File: src/rtl/pvms_pkg.sv
// Package for the pump and valve sequencer: widths, step codes, register
// indexes, and the state, drive-level and result types.
// No dependencies.
`timescale 1ns / 1ps

package pvms_pkg;

  // Counter and register widths
  localparam int COUNT_WIDTH = 16;
  localparam int CFG_WIDTH   = 16;
  localparam int CMP_WIDTH   = (COUNT_WIDTH > CFG_WIDTH) ? COUNT_WIDTH : CFG_WIDTH;
  localparam int STEP_WIDTH  = 3;
  localparam int IDX_WIDTH   = 2;

  // Configuration register indexes
  localparam logic [IDX_WIDTH-1:0] REG_SHORT_DELAY = 2'd0;
  localparam logic [IDX_WIDTH-1:0] REG_IDLE_WAIT   = 2'd1;
  localparam logic [IDX_WIDTH-1:0] REG_FLUSH       = 2'd2;
  localparam logic [IDX_WIDTH-1:0] REG_MAX_RUN     = 2'd3;

  // Register reset values
  localparam logic [CFG_WIDTH-1:0] SHORT_DELAY_RST = 16'd10;
  localparam logic [CFG_WIDTH-1:0] IDLE_WAIT_RST   = 16'd6000;
  localparam logic [CFG_WIDTH-1:0] FLUSH_RST       = 16'd1200;
  localparam logic [CFG_WIDTH-1:0] MAX_RUN_RST     = 16'd24000;

  // Sequence steps
  typedef enum logic [STEP_WIDTH-1:0] {
    STEP_OPEN_INLET = 3'd0,
    STEP_PUMP_DELAY = 3'd1,
    STEP_DISPENSE   = 3'd2,
    STEP_CLOSE      = 3'd3,
    STEP_STOP_DELAY = 3'd4,
    STEP_IDLE_WAIT  = 3'd5,
    STEP_FLUSH      = 3'd6,
    STEP_PARKED     = 3'd7
  } step_t;

  // Held output levels
  typedef struct packed {
    logic inlet;
    logic pump;
    logic ret;
    logic led;
    logic prun;
    logic disp;
  } levels_t;

  // Sequencer state
  typedef struct packed {
    step_t                  step;
    logic [COUNT_WIDTH-1:0] phase_cnt;
    logic [COUNT_WIDTH-1:0] run_cnt;
    logic                   making;
    levels_t                lv;
  } seq_state_t;

  // Configuration set
  typedef struct packed {
    logic [CFG_WIDTH-1:0] short_delay;
    logic [CFG_WIDTH-1:0] idle_wait;
    logic [CFG_WIDTH-1:0] flush;
    logic [CFG_WIDTH-1:0] max_run;
  } cfg_t;

  // One result beat
  typedef struct packed {
    logic                  inlet_valve;
    logic                  pump_drive;
    logic                  return_valve;
    logic                  making_led;
    logic                  pump_running;
    logic                  dispensing;
    logic                  making_active;
    logic                  fault_raise;
    logic [STEP_WIDTH-1:0] sequence_step;
  } res_t;

endpackage

File: src/rtl/pvms_step.sv
// Per-tick next-state and result logic of the pump and valve sequencer.
// Depends on pvms_pkg.
`timescale 1ns / 1ps

module pvms_step (
  input  pvms_pkg::seq_state_t cur,
  input  pvms_pkg::cfg_t       cfg,
  input  logic                 pressure_switch,
  input  logic                 fault_active,
  input  logic                 factory_mode,
  input  logic                 system_running,
  input  logic                 first_power_on,
  output pvms_pkg::seq_state_t nxt,
  output pvms_pkg::res_t       res
);
  import pvms_pkg::*;

  logic                   frozen;
  logic                   raise;
  logic [COUNT_WIDTH-1:0] phase_inc;
  logic [COUNT_WIDTH-1:0] run_before;
  step_t                  eff_step;

  assign frozen    = fault_active | factory_mode | ~system_running | first_power_on;
  assign phase_inc = cur.phase_cnt + COUNT_WIDTH'(1);

  // Advance the sequence by one tick
  always_comb begin
    nxt        = cur;
    raise      = 1'b0;
    run_before = cur.run_cnt;
    eff_step   = cur.step;
    if (!frozen) begin
      // Start a run on demand
      if (pressure_switch && !cur.making) begin
        eff_step   = STEP_OPEN_INLET;
        nxt.making = 1'b1;
        nxt.lv.ret = 1'b0;
      end
      nxt.step = eff_step;
      case (eff_step)
        STEP_OPEN_INLET: begin
          nxt.lv.inlet = 1'b1;
          nxt.lv.led   = 1'b1;
          nxt.lv.prun  = 1'b1;
          nxt.step     = STEP_PUMP_DELAY;
        end
        STEP_PUMP_DELAY: begin
          nxt.phase_cnt = phase_inc;
          if (CMP_WIDTH'(phase_inc) > CMP_WIDTH'(cfg.short_delay)) begin
            nxt.phase_cnt = '0;
            nxt.lv.pump   = 1'b1;
            nxt.lv.disp   = 1'b1;
            nxt.step      = STEP_DISPENSE;
          end
        end
        STEP_DISPENSE: begin
          if (!pressure_switch) begin
            run_before = '0;
            nxt.step   = STEP_CLOSE;
            nxt.lv.led = 1'b0;
          end
          nxt.run_cnt = run_before + COUNT_WIDTH'(1);
          // Overrun: drop every valve and the pump
          if (CMP_WIDTH'(run_before) > CMP_WIDTH'(cfg.max_run)) begin
            nxt.lv.disp  = 1'b0;
            nxt.lv.inlet = 1'b0;
            nxt.lv.pump  = 1'b0;
            nxt.lv.ret   = 1'b0;
            raise        = 1'b1;
          end
        end
        STEP_CLOSE: begin
          nxt.lv.inlet  = 1'b0;
          nxt.phase_cnt = '0;
          nxt.step      = STEP_STOP_DELAY;
          nxt.making    = 1'b0;
        end
        STEP_STOP_DELAY: begin
          nxt.phase_cnt = phase_inc;
          if (CMP_WIDTH'(phase_inc) > CMP_WIDTH'(cfg.short_delay)) begin
            nxt.phase_cnt = '0;
            nxt.lv.pump   = 1'b0;
            nxt.lv.prun   = 1'b0;
            nxt.lv.disp   = 1'b0;
            nxt.step      = STEP_IDLE_WAIT;
          end
        end
        STEP_IDLE_WAIT: begin
          nxt.phase_cnt = phase_inc;
          if (CMP_WIDTH'(phase_inc) > CMP_WIDTH'(cfg.idle_wait)) begin
            nxt.phase_cnt = '0;
            nxt.step      = STEP_FLUSH;
          end
        end
        STEP_FLUSH: begin
          nxt.phase_cnt = phase_inc;
          if (CMP_WIDTH'(phase_inc) > CMP_WIDTH'(cfg.flush)) begin
            nxt.phase_cnt = '0;
            nxt.step      = STEP_PARKED;
            nxt.lv.ret    = 1'b0;
            nxt.lv.pump   = 1'b0;
          end else begin
            nxt.lv.ret  = 1'b1;
            nxt.lv.pump = 1'b1;
          end
          if (pressure_switch) begin
            nxt.lv.ret = 1'b0;
          end
        end
        default: begin
        end
      endcase
    end
  end

  // Present the levels after this tick
  always_comb begin
    res.inlet_valve   = nxt.lv.inlet;
    res.pump_drive    = nxt.lv.pump;
    res.return_valve  = nxt.lv.ret;
    res.making_led    = nxt.lv.led;
    res.pump_running  = nxt.lv.prun;
    res.dispensing    = nxt.lv.disp;
    res.making_active = nxt.making;
    res.fault_raise   = raise;
    res.sequence_step = nxt.step;
  end

endmodule

File: src/rtl/pvms_obuf.sv
// Two-entry result buffer (output register plus skid entry) for the sequencer.
// Depends on pvms_pkg.
`timescale 1ns / 1ps

module pvms_obuf (
  input  logic           clk,
  input  logic           rst,
  input  logic           push,
  input  pvms_pkg::res_t push_data,
  input  logic           out_stall,
  output logic           out_valid,
  output pvms_pkg::res_t out_data,
  output logic           full
);
  import pvms_pkg::*;

  logic main_valid;
  logic main_valid_next;
  logic skid_valid;
  logic skid_valid_next;
  res_t main_data;
  res_t main_data_next;
  res_t skid_data;
  res_t skid_data_next;
  logic pop;

  assign pop       = main_valid & ~out_stall;
  assign out_valid = main_valid;
  assign out_data  = main_data;
  assign full      = skid_valid;

  // Move beats between the skid entry and the output register
  always_comb begin
    main_valid_next = main_valid;
    skid_valid_next = skid_valid;
    main_data_next  = main_data;
    skid_data_next  = skid_data;
    if (pop) begin
      if (skid_valid) begin
        main_data_next  = skid_data;
        skid_valid_next = 1'b0;
      end else if (push) begin
        main_data_next = push_data;
      end else begin
        main_valid_next = 1'b0;
      end
    end else if (push) begin
      if (!main_valid) begin
        main_data_next  = push_data;
        main_valid_next = 1'b1;
      end else begin
        skid_data_next  = push_data;
        skid_valid_next = 1'b1;
      end
    end
  end

  always_ff @(posedge clk) begin
    if (rst) begin
      main_valid <= 1'b0;
      skid_valid <= 1'b0;
    end else begin
      main_valid <= main_valid_next;
      skid_valid <= skid_valid_next;
    end
  end

  always_ff @(posedge clk) begin
    main_data <= main_data_next;
    skid_data <= skid_data_next;
  end

endmodule

File: src/rtl/pump_valve_make_sequencer.sv
// Top level of the pump and valve sequencer: configuration registers, state
// registers and the result buffer. Depends on pvms_pkg, pvms_step, pvms_obuf.
`timescale 1ns / 1ps

// One tick beat is taken per clock cycle while in_stall is low, and its result
// beat is registered on accept. The sequence state updates in the same
// cycle as the accept through a single pass of compare and increment logic, so
// back-to-back ticks never wait on each other. A two-entry result buffer (output
// register and skid entry) lets a tick be accepted while one result is stalled;
// in_stall rises only when both entries hold unread results. After reset the
// sequence sits in the idle wait step (5) with every output level off.
module pump_valve_make_sequencer (
  input  logic                               clk,
  input  logic                               rst,
  // configuration
  input  logic                               cfg_write,
  input  logic [pvms_pkg::IDX_WIDTH-1:0]     cfg_index,
  input  logic [pvms_pkg::CFG_WIDTH-1:0]     cfg_data,
  // tick input
  input  logic                               in_valid,
  output logic                               in_stall,
  input  logic                               pressure_switch,
  input  logic                               fault_active,
  input  logic                               factory_mode,
  input  logic                               system_running,
  input  logic                               first_power_on,
  // result output
  output logic                               out_valid,
  input  logic                               out_stall,
  output logic                               inlet_valve,
  output logic                               pump_drive,
  output logic                               return_valve,
  output logic                               making_led,
  output logic                               pump_running,
  output logic                               dispensing,
  output logic                               making_active,
  output logic                               fault_raise,
  output logic [pvms_pkg::STEP_WIDTH-1:0]    sequence_step
);
  import pvms_pkg::*;

  cfg_t       cfg;
  seq_state_t state;
  seq_state_t state_next;
  res_t       res;
  res_t       out_data;
  logic       accept;
  logic       buf_full;

  assign in_stall = buf_full;
  assign accept   = in_valid & ~buf_full;

  // Configuration registers
  always_ff @(posedge clk) begin
    if (rst) begin
      cfg.short_delay <= SHORT_DELAY_RST;
      cfg.idle_wait   <= IDLE_WAIT_RST;
      cfg.flush       <= FLUSH_RST;
      cfg.max_run     <= MAX_RUN_RST;
    end else if (cfg_write) begin
      case (cfg_index)
        REG_SHORT_DELAY: cfg.short_delay <= cfg_data;
        REG_IDLE_WAIT:   cfg.idle_wait   <= cfg_data;
        REG_FLUSH:       cfg.flush       <= cfg_data;
        REG_MAX_RUN:     cfg.max_run     <= cfg_data;
        default: begin
        end
      endcase
    end
  end

  pvms_step u_step (
    .cur             (state),
    .cfg             (cfg),
    .pressure_switch (pressure_switch),
    .fault_active    (fault_active),
    .factory_mode    (factory_mode),
    .system_running  (system_running),
    .first_power_on  (first_power_on),
    .nxt             (state_next),
    .res             (res)
  );

  // Advance the sequence on each accepted tick
  always_ff @(posedge clk) begin
    if (rst) begin
      state.step      <= STEP_IDLE_WAIT;
      state.phase_cnt <= '0;
      state.run_cnt   <= '0;
      state.making    <= 1'b0;
      state.lv        <= '0;
    end else if (accept) begin
      state <= state_next;
    end
  end

  pvms_obuf u_obuf (
    .clk       (clk),
    .rst       (rst),
    .push      (accept),
    .push_data (res),
    .out_stall (out_stall),
    .out_valid (out_valid),
    .out_data  (out_data),
    .full      (buf_full)
  );

  assign inlet_valve   = out_data.inlet_valve;
  assign pump_drive    = out_data.pump_drive;
  assign return_valve  = out_data.return_valve;
  assign making_led    = out_data.making_led;
  assign pump_running  = out_data.pump_running;
  assign dispensing    = out_data.dispensing;
  assign making_active = out_data.making_active;
  assign fault_raise   = out_data.fault_raise;
  assign sequence_step = out_data.sequence_step;

endmodule

File: config.mk
export PLATFORM = sky130hd
export DESIGN_NAME = pump_valve_make_sequencer
export DESIGN_NICKNAME = d
export VERILOG_FILES = /design/src/rtl/pvms_pkg.sv /design/src/rtl/pvms_step.sv /design/src/rtl/pvms_obuf.sv /design/src/rtl/pump_valve_make_sequencer.sv
export SDC_FILE = /design/constraint.sdc
export NUM_CORES = 1
export LEC_CHECK = 0
export ABC_AREA = 1
export BUFFER_PORTS_ARGS = -buffer_cell sky130_fd_sc_hd__buf_4
export CAP_MARGIN = 15
export CORE_MARGIN = 1
export CORE_UTILIZATION = 41
export CTS_CLUSTER_DIAMETER = 60
export DETAILED_ROUTE_END_ITERATION = 8
export PLACE_DENSITY_LB_ADDON = 0.12
export SLEW_MARGIN = 25
export SYNTH_ARGS = -nofsm -noshare
export SYNTH_HDL_FRONTEND = slang
export SYNTH_SLANG_ARGS = --single-unit
File: constraint.sdc
create_clock -name clk -period 3 [get_ports clk]
set_input_delay 0.15 -clock clk [delete_from_list [all_inputs] [get_ports clk]]
set_output_delay 0.15 -clock clk [all_outputs]
set_load 0.005 [all_outputs]
==> results of run 1 <==
## metal layers
| metal | vias to the layer above | routed length [um] | track usage [%] |
|---|---|---|---|
| li1 | 3445 | - | - |
| met4 | 0 | 306 | 6.90 |
| met1 | 2893 | 9440 | 29.9 |
| met2 | 119 | 8260 | 32.8 |
| met5 | - | 0 | 0 |
| met3 | 23 | 764 | 3.89 |
## repair_timing
action	4_1_cts	5_1_grt
pin swaps	11	23
gates resized for setup	18	53
hold endpoints to repair	20	0
hold buffers	12	0
buffers inserted	1	3
setup endpoints to repair	25	32
## cell families after synthesis
group / Yosys count / share of synthesized area, %
flops: 130 / 37.9
simple gates: 393 / 23.0
buf+inv: 198 / 10.5
compound gates: 212 / 15.2
fa+ha+maj: 66 / 11.1
xor+xnor: 20 / 2.35
## cells in the mapped netlist (all sizes together)
library cell	count	area [sq um]
a31oi	2	12.5
nor3	17	120
buf	9	71.3
and2	2	12.5
and3	1	6.26
ha	66	826
nor4	2	12.5
o21bai	2	15.0
or2	2	12.5
a41oi	1	8.76
o211ai	14	105
a21o	1	7.51
nand3b	1	7.51
nand3	35	185
clkbuf	24	90.1
dfxtp	108	2160
or3	1	6.26
xnor2	5	43.8
a21oi	103	527
o22ai	1	6.26
clkinv	1	3.75
nor2	91	393
a211oi	1	7.51
xor2	15	131
nand4	13	81.3
nand2	228	873
edfxtp	22	661
inv	164	621
o21ai	84	420
o21a	3	22.5
## registers in the layout, indices dropped and copies added (netlist names)
signal / cells
u_obuf.skid_data: 11
u_obuf.out_data: 11
cfg: 64
state: 42
u_obuf.out_valid: 1
u_obuf.full: 1
## final cells by class
class | count | area (sq um)
inverters | 165 | 624
clock inverters | 13 | 111
fillers | 1737 | 8400
flip-flops and latches | 130 | 2830
well taps | 225 | 282
clock buffers | 19 | 464
multi-input cells | 691 | 4120
repair buffers | 86 | 704
## per-stage QoR
stage	area [sq um]	total power, mW	cells	hold slack, ps	utilization, %
after floorplan	7450	2.17	1019	276	-
after global placement	8120	2.32	1282	399	46.3
after detailed placement	8120	2.32	1282	408	46.3
after CTS	8880	4.36	1326	5.77	50.6
after global routing	9130	4.52	1329	7.18	52.1
final	9130	4.34	1329	9.54	52.1
## worst reg2reg max path: stages, from the launching register on
cell and delay, ps:
dfxtp_2 360, ha_4 160, nand3_4 90, buf_4 160, nand3b_1 180, xor2_1 200
inv_1 130, ha_1 200, a21oi_1 140, o21ai_1 80, buf_4 140, a21oi_1 140
nand2_2 120, buf_4 150, nand3_1 80, nand2_2 60, inv_2 50, nand3_2 80
and2_4 150
## where the power goes
part           total [mW]  switching (mW)  internal, mW
logic               0.441           0.271         0.170
registers            1.88          0.0281          1.85
clock network        2.02           0.869          1.15
## worst min path at each step
stage          cells after the start  slack [ps]           to    startpoint
6_report                           3          10      cfg[51]   cfg_data[3]
5_1_grt                            3           7  u_obuf.full      in_valid
4_1_cts                            3           6      cfg[51]   cfg_data[3]
3_5_place_dp                       3         410      cfg[44]  cfg_data[12]
3_3_place_gp                       3         400      cfg[12]  cfg_data[12]
2_1_floorplan                      2         280      cfg[10]  cfg_data[10]
==> results.md, run 1 <==
- Status: completed
- Worst Slack Setup Final: approximately 90 ps
- Fin crit period: slightly below 3000 ps
- Vias post-DR: 6480
- Top Family by Delay on Critical Path: simple AND/OR/NAND/NOR gates
- Seq/Total Area, Yosys: approximately 38%
- Layout Skew: between 10 and 15 ps
- Most common cell after layout, fill and taps aside: nand2_1
- Worst slew margin: roughly 50%
- CP Launch Point: state[23]
- ANT cells: 0
- Fmax: approximately 0.34 GHz
- GRT Total Usage: a little over a fifth
- Slew Viols, Final: 0
- CTS tree: yes
- Clock slew at the register clock pins of the worst setup and hold paths: ~60 ps
- Avg Cell Area, Syn: 7.31 sq um
- Worst Setup Path Type: reg2reg
- Initial DRC Count: ~350
- Die Ht: 137 um
- Worst VDD drop: 347 uV
- TNS Setup: 0 ps
- Nets: roughly 1200
- Vias per Instance: 4.88
- Grt total ovfl: 0
- Routed WL per cell: ~14 um
- DRT Wirelength: around 19000 um
- Tcrit/Tclk final: a little over nine tenths
- Startpoint Class: register
- Cell Chain, Critical Path: ha_4, nand3_4, buf_4, nand3b_1, xor2_1, inv_1, ha_1, a21oi_1, o21ai_1, buf_4, a21oi_1, nand2_2, buf_4, nand3_1, nand2_2, inv_2, nand3_2, and2_4
- Dpl ws: -107 ps
- Worst Path Buf+Inv: 5
- Total power density per cell area: between 400 and 500 nW/um^2
- Reg-to-reg startpoint: state[23]
- Max Cap Viol: 0
- IO buf count: 40
- CP max-delay cell: dfxtp_2
- R2r endpoint: u_obuf.skid_data[0]
- Post-Syn Area: about 7500 sq um
- CP Capture Type: register
- Leakage: approximately 4.2 nW
- Initial antenna violation count: 0
- CP Depth: 18
- R2R setup slack: 90 ps
- Antenna viol nets, final: 0
- # DRC: 0
- Worst R2R Path Depth: 18
- Maximum fanout along the worst path: 3
- GP Congestion: roughly 0.86
- Area Growth Syn to Fin: 22.5%
- Final hold violations: 0
- Worst-Skew Late Latency: around 420 ps
- CTS Buffer Depth: 2
- Synth warnings: 0
- Number of global-route vias before repair: slightly below 6000
- First-pass GRT wire length: roughly 30000 um
- Starting Density: 42.5%
- Clock root cell: clkbuf_16
- CTS buffer count: 17
- Hold Path Class: in2reg
- Most frequent cells in the layout: nand2_1, inv_1, dfxtp_1
- Crit path required time: roughly 3200 ps
- Worst slew pin tran: 751 ps
- First drt pass iteration count: 5
- IO Pins: 41
- Std cell rows: 48
- Post-Synthesis Cells: between 1000 and 1500
- RSZ-0062 raised after global routing: true
- Share of cells above drive strength 1: between 10% and 20%
- Max stage delay on crit path: approximately 360 ps
- Die Wd: 137 um
- CP endpoint: u_obuf.skid_data[0]
- DP HPWL: 13500 um
- Pin count of the biggest net entering global routing: between 40 and 50
- # setup viols final: 0
- Most common cell on crit path: buf_4
- Mapped Nets: about 1100
- Worst Path Arrival: approximately 3100 ps
- Clock sink total: 130
- Die area: between 15000 and 20000 sq um
- Count of cell types in the netlist: 44
- FF+latch count, synth: 130
- Max H-tree Level: 4
- Core area: between 15000 and 20000 sq um
No activity file was read; power rests on OpenSTA's default activity.
==> run 2, diff against run 1 <==
ABC_AREA = 0   (was 1)
clock period = 3.35 ns   (was 3 ns; I/O delays follow)
==> run 2 against run 1 <==
  * The run now ends with setup timing left
  * Clock skew fell by 4.2 ps
  * Sequential share of layout area down 0.86 points
  * Fmax decreased by 14%
  * Critical endpoint is now state[25]
  * Largest power group unchanged
==> results.md, run 2 <==
- Starting Density: 41.9%
- First-pass GRT wire length: 33000 um
- # setup viols final: 13
- Worst Path Arrival: around 3800 ps
- Initial DRC Count: about 440
- GRT Total Usage: a little under a quarter
- Main combinational cell family by area after synthesis: simple AND/OR/NAND/NOR gates
- Initial antenna violation count: 0
- Worst-Skew Late Latency: approximately 420 ps
- Dpl ws: -103 ps
- Adder-Cell Fraction of Synth Area: 10.9%
- Final hold violations: 0
- Synth area leaders: dfxtp_1, ha_1, nand2_1, edfxtp_1, a21oi_1
- Fillers: around 1800
- Status: finished, violations left
- Share of cells above drive strength 1: about a fifth
- Max H-tree Level: 4
- Simple-gate portion of the synthesized area: 24.2%
- Pin count of the biggest net entering global routing: between 70 and 80
- CTS buffer count: 17
- Worst slew pin tran: 1010 ps
- Number of enable flip-flop cells after synthesis: 22
- Die area: 19000 sq um
- Finished Core Util: between 50% and 60%
- Violated checks: setup timing
- Number of global-route vias before repair: about 6300
- IO buf count: 40
- Std cell rows: 49
- Routed WL per cell: around 17 um
- Max reg flops: 64
- Worst slew margin: 32.5%
- Synth warnings: 0
- Die Wd: between 100 and 150 um
- Worst VDD drop: about 360 uV
- Most common cell after layout, fill and taps aside: nand2_1
- Post-synth top area cell: dfxtp_1
- Worst Slack Setup Final: -50.2 ps
- # DRC: 0
- Vias post-DR: 6647
- Post-Syn Area: about 7500 sq um
- Slew Viols, Final: 0
- ANT cells: 0
- Hold Path Class: in2reg
- Leakage: ~3.9 nW
- CTS tree: yes
- Vias per Instance: about 5.3
- Core area: between 15000 and 20000 sq um
- RSZ-0062 raised after global routing: true
- Sequential Area: 2830 sq um
- Clock sink total: 130
- Clock slew at the register clock pins of the worst setup and hold paths: roughly 60 ps
- Crit path required time: between 3000 and 4000 ps
- DP HPWL: 14400 um
- Compound-Gate Fraction of Synth Area: 16.1%
- Max Cap Viol: 0
- Top-count cell post-synth: nand2_1
- Synth Area in XOR/XNOR: slightly above 4%
- Total power density per cell area: approximately 430 nW/um^2
- Mapped Nets: between 1000 and 1500
- Grt total ovfl: 0
- Nets: between 1000 and 1500
- IO Pins: 41
- Mux contribution to synthesized area: less than 1%
- CP Capture Type: register
- Most frequent cells in the layout: nand2_1, dfxtp_1, a21oi_1, buf_4, inv_1
- R2R setup slack: -50 ps
- CTS Buffer Depth: 2
- Fmax: 0.294 GHz
- Avg Cell Area, Syn: ~8.1 sq um
- Count of cell types in the netlist: 70
- Regs by FF count: cfg: 64 flops, state: 42 flops
- Tcrit/Tclk final: 101%
- Clock root cell: clkbuf_16
- GP Congestion: 0.841
- Most used flip-flop cell after synthesis: dfxtp_1
- Startpoint Class: register
- Die Ht: between 100 and 150 um
- Most frequent cells after synthesis: nand2_1, dfxtp_1, a21oi_1
- Antenna viol nets, final: 0
- Fin crit period: 3400 ps
- Worst Setup Path Type: reg2reg
- Seq/Total Area, Yosys: a little under two fifths
- Layout Skew: roughly 9.4 ps
- Fraction of registers with async set/reset: 0%
- DRT Wirelength: roughly 21000 um
- Maximum fanout along the worst path: 6
- FF+latch count, synth: 130
- Post-Synthesis Cells: roughly 930
- Multi-input gate area: 4570 sq um
- Yosys top cell area share: between 20 and 30%
- Area Growth Syn to Fin: 24.5%
- First drt pass iteration count: 5
- Largest Register: cfg
[run 2: stage by stage]
step	hold WS (ps)	power [mW]	std cells	TNS, ps	area, sq um
after floorplan	303	1.89	928	0	7570
after detailed placement	437	2.02	1204	-1310	8300
final	17.3	4.07	1246	-389	9400
after global placement	428	2.01	1204	-712	8300
after CTS	0.131	4.08	1241	-216	9140
after global routing	12.5	4.20	1246	-2220	9400
[run 2: routing by layer]
| layer | GRT usage (%) | part of all wire (%) |
|---|---|---|
| met5 | 0 | 0 |
| met3 | 3.53 | 3.6 |
| met2 | 36.1 | 46 |
| met4 | 7.94 | 1.6 |
| met1 | 31.9 | 49 |
[run 2: power by group]
part | internal (mW) | leakage (nW) | switching [mW] | total [mW]
Sequential | 1.64 | 1.08 | 0.0268 | 1.67
Clock | 1.33 | 0.315 | 0.725 | 2.06
Combinational | 0.130 | 2.51 | 0.212 | 0.342
Total | 3.10 | 3.91 | 0.964 | 4.07
[run 2: cells by family after synthesis]
family / after synthesis
adder cells (fa/ha/maj): 66
XOR/XNOR: 35
AO/OA/AOI/OAI: 196
multiplexers: 3
buffers and inverters: 114
AND/OR/NAND/NOR: 384
flip-flops: 130
[run 2: final cells by class]
cell class,count,share of cell area [%]
clock buffers,21,5.13
flip-flops and latches,130,30.1
repair buffers,99,8.35
multi-input cells,684,48.7
clock inverters,11,1.84
inverters,72,2.88
well taps,229,3.05
[run 2: worst paths after layout]
| check | start | end | depth (start not counted) |
|---|---|---|---|
| max | state[23] | state[25] | 17 |
| min | cfg_data[3] | cfg[35] | 3 |
| max reg2reg | state[23] | state[25] | 17 |
| min reg2reg | cfg[30] | cfg[30] | 2 |
[run 2: worst max-delay path, stage by stage (launching register included)]
cell	delay [ps]
dfxtp_4	360
and3_4	170
and3_4	180
buf_4	140
and3_4	180
xor2_2	160
buf_4	150
ha_4	260
nand4_1	180
nor4_4	370
buf_4	170
nand4_1	150
nor2_1	180
a21o_4	160
o41ai_4	80
buf_4	210
buf_12	140
nor2_2	110
[run 2: timing repair]
item	in CTS	in global routing
endpoints found under the hold margin	3	0
pin swaps	7	33
cloned	0	1
setup endpoints to repair	23	31
setup buffers	2	4
gates resized for setup	24	39
hold buffers	3	0
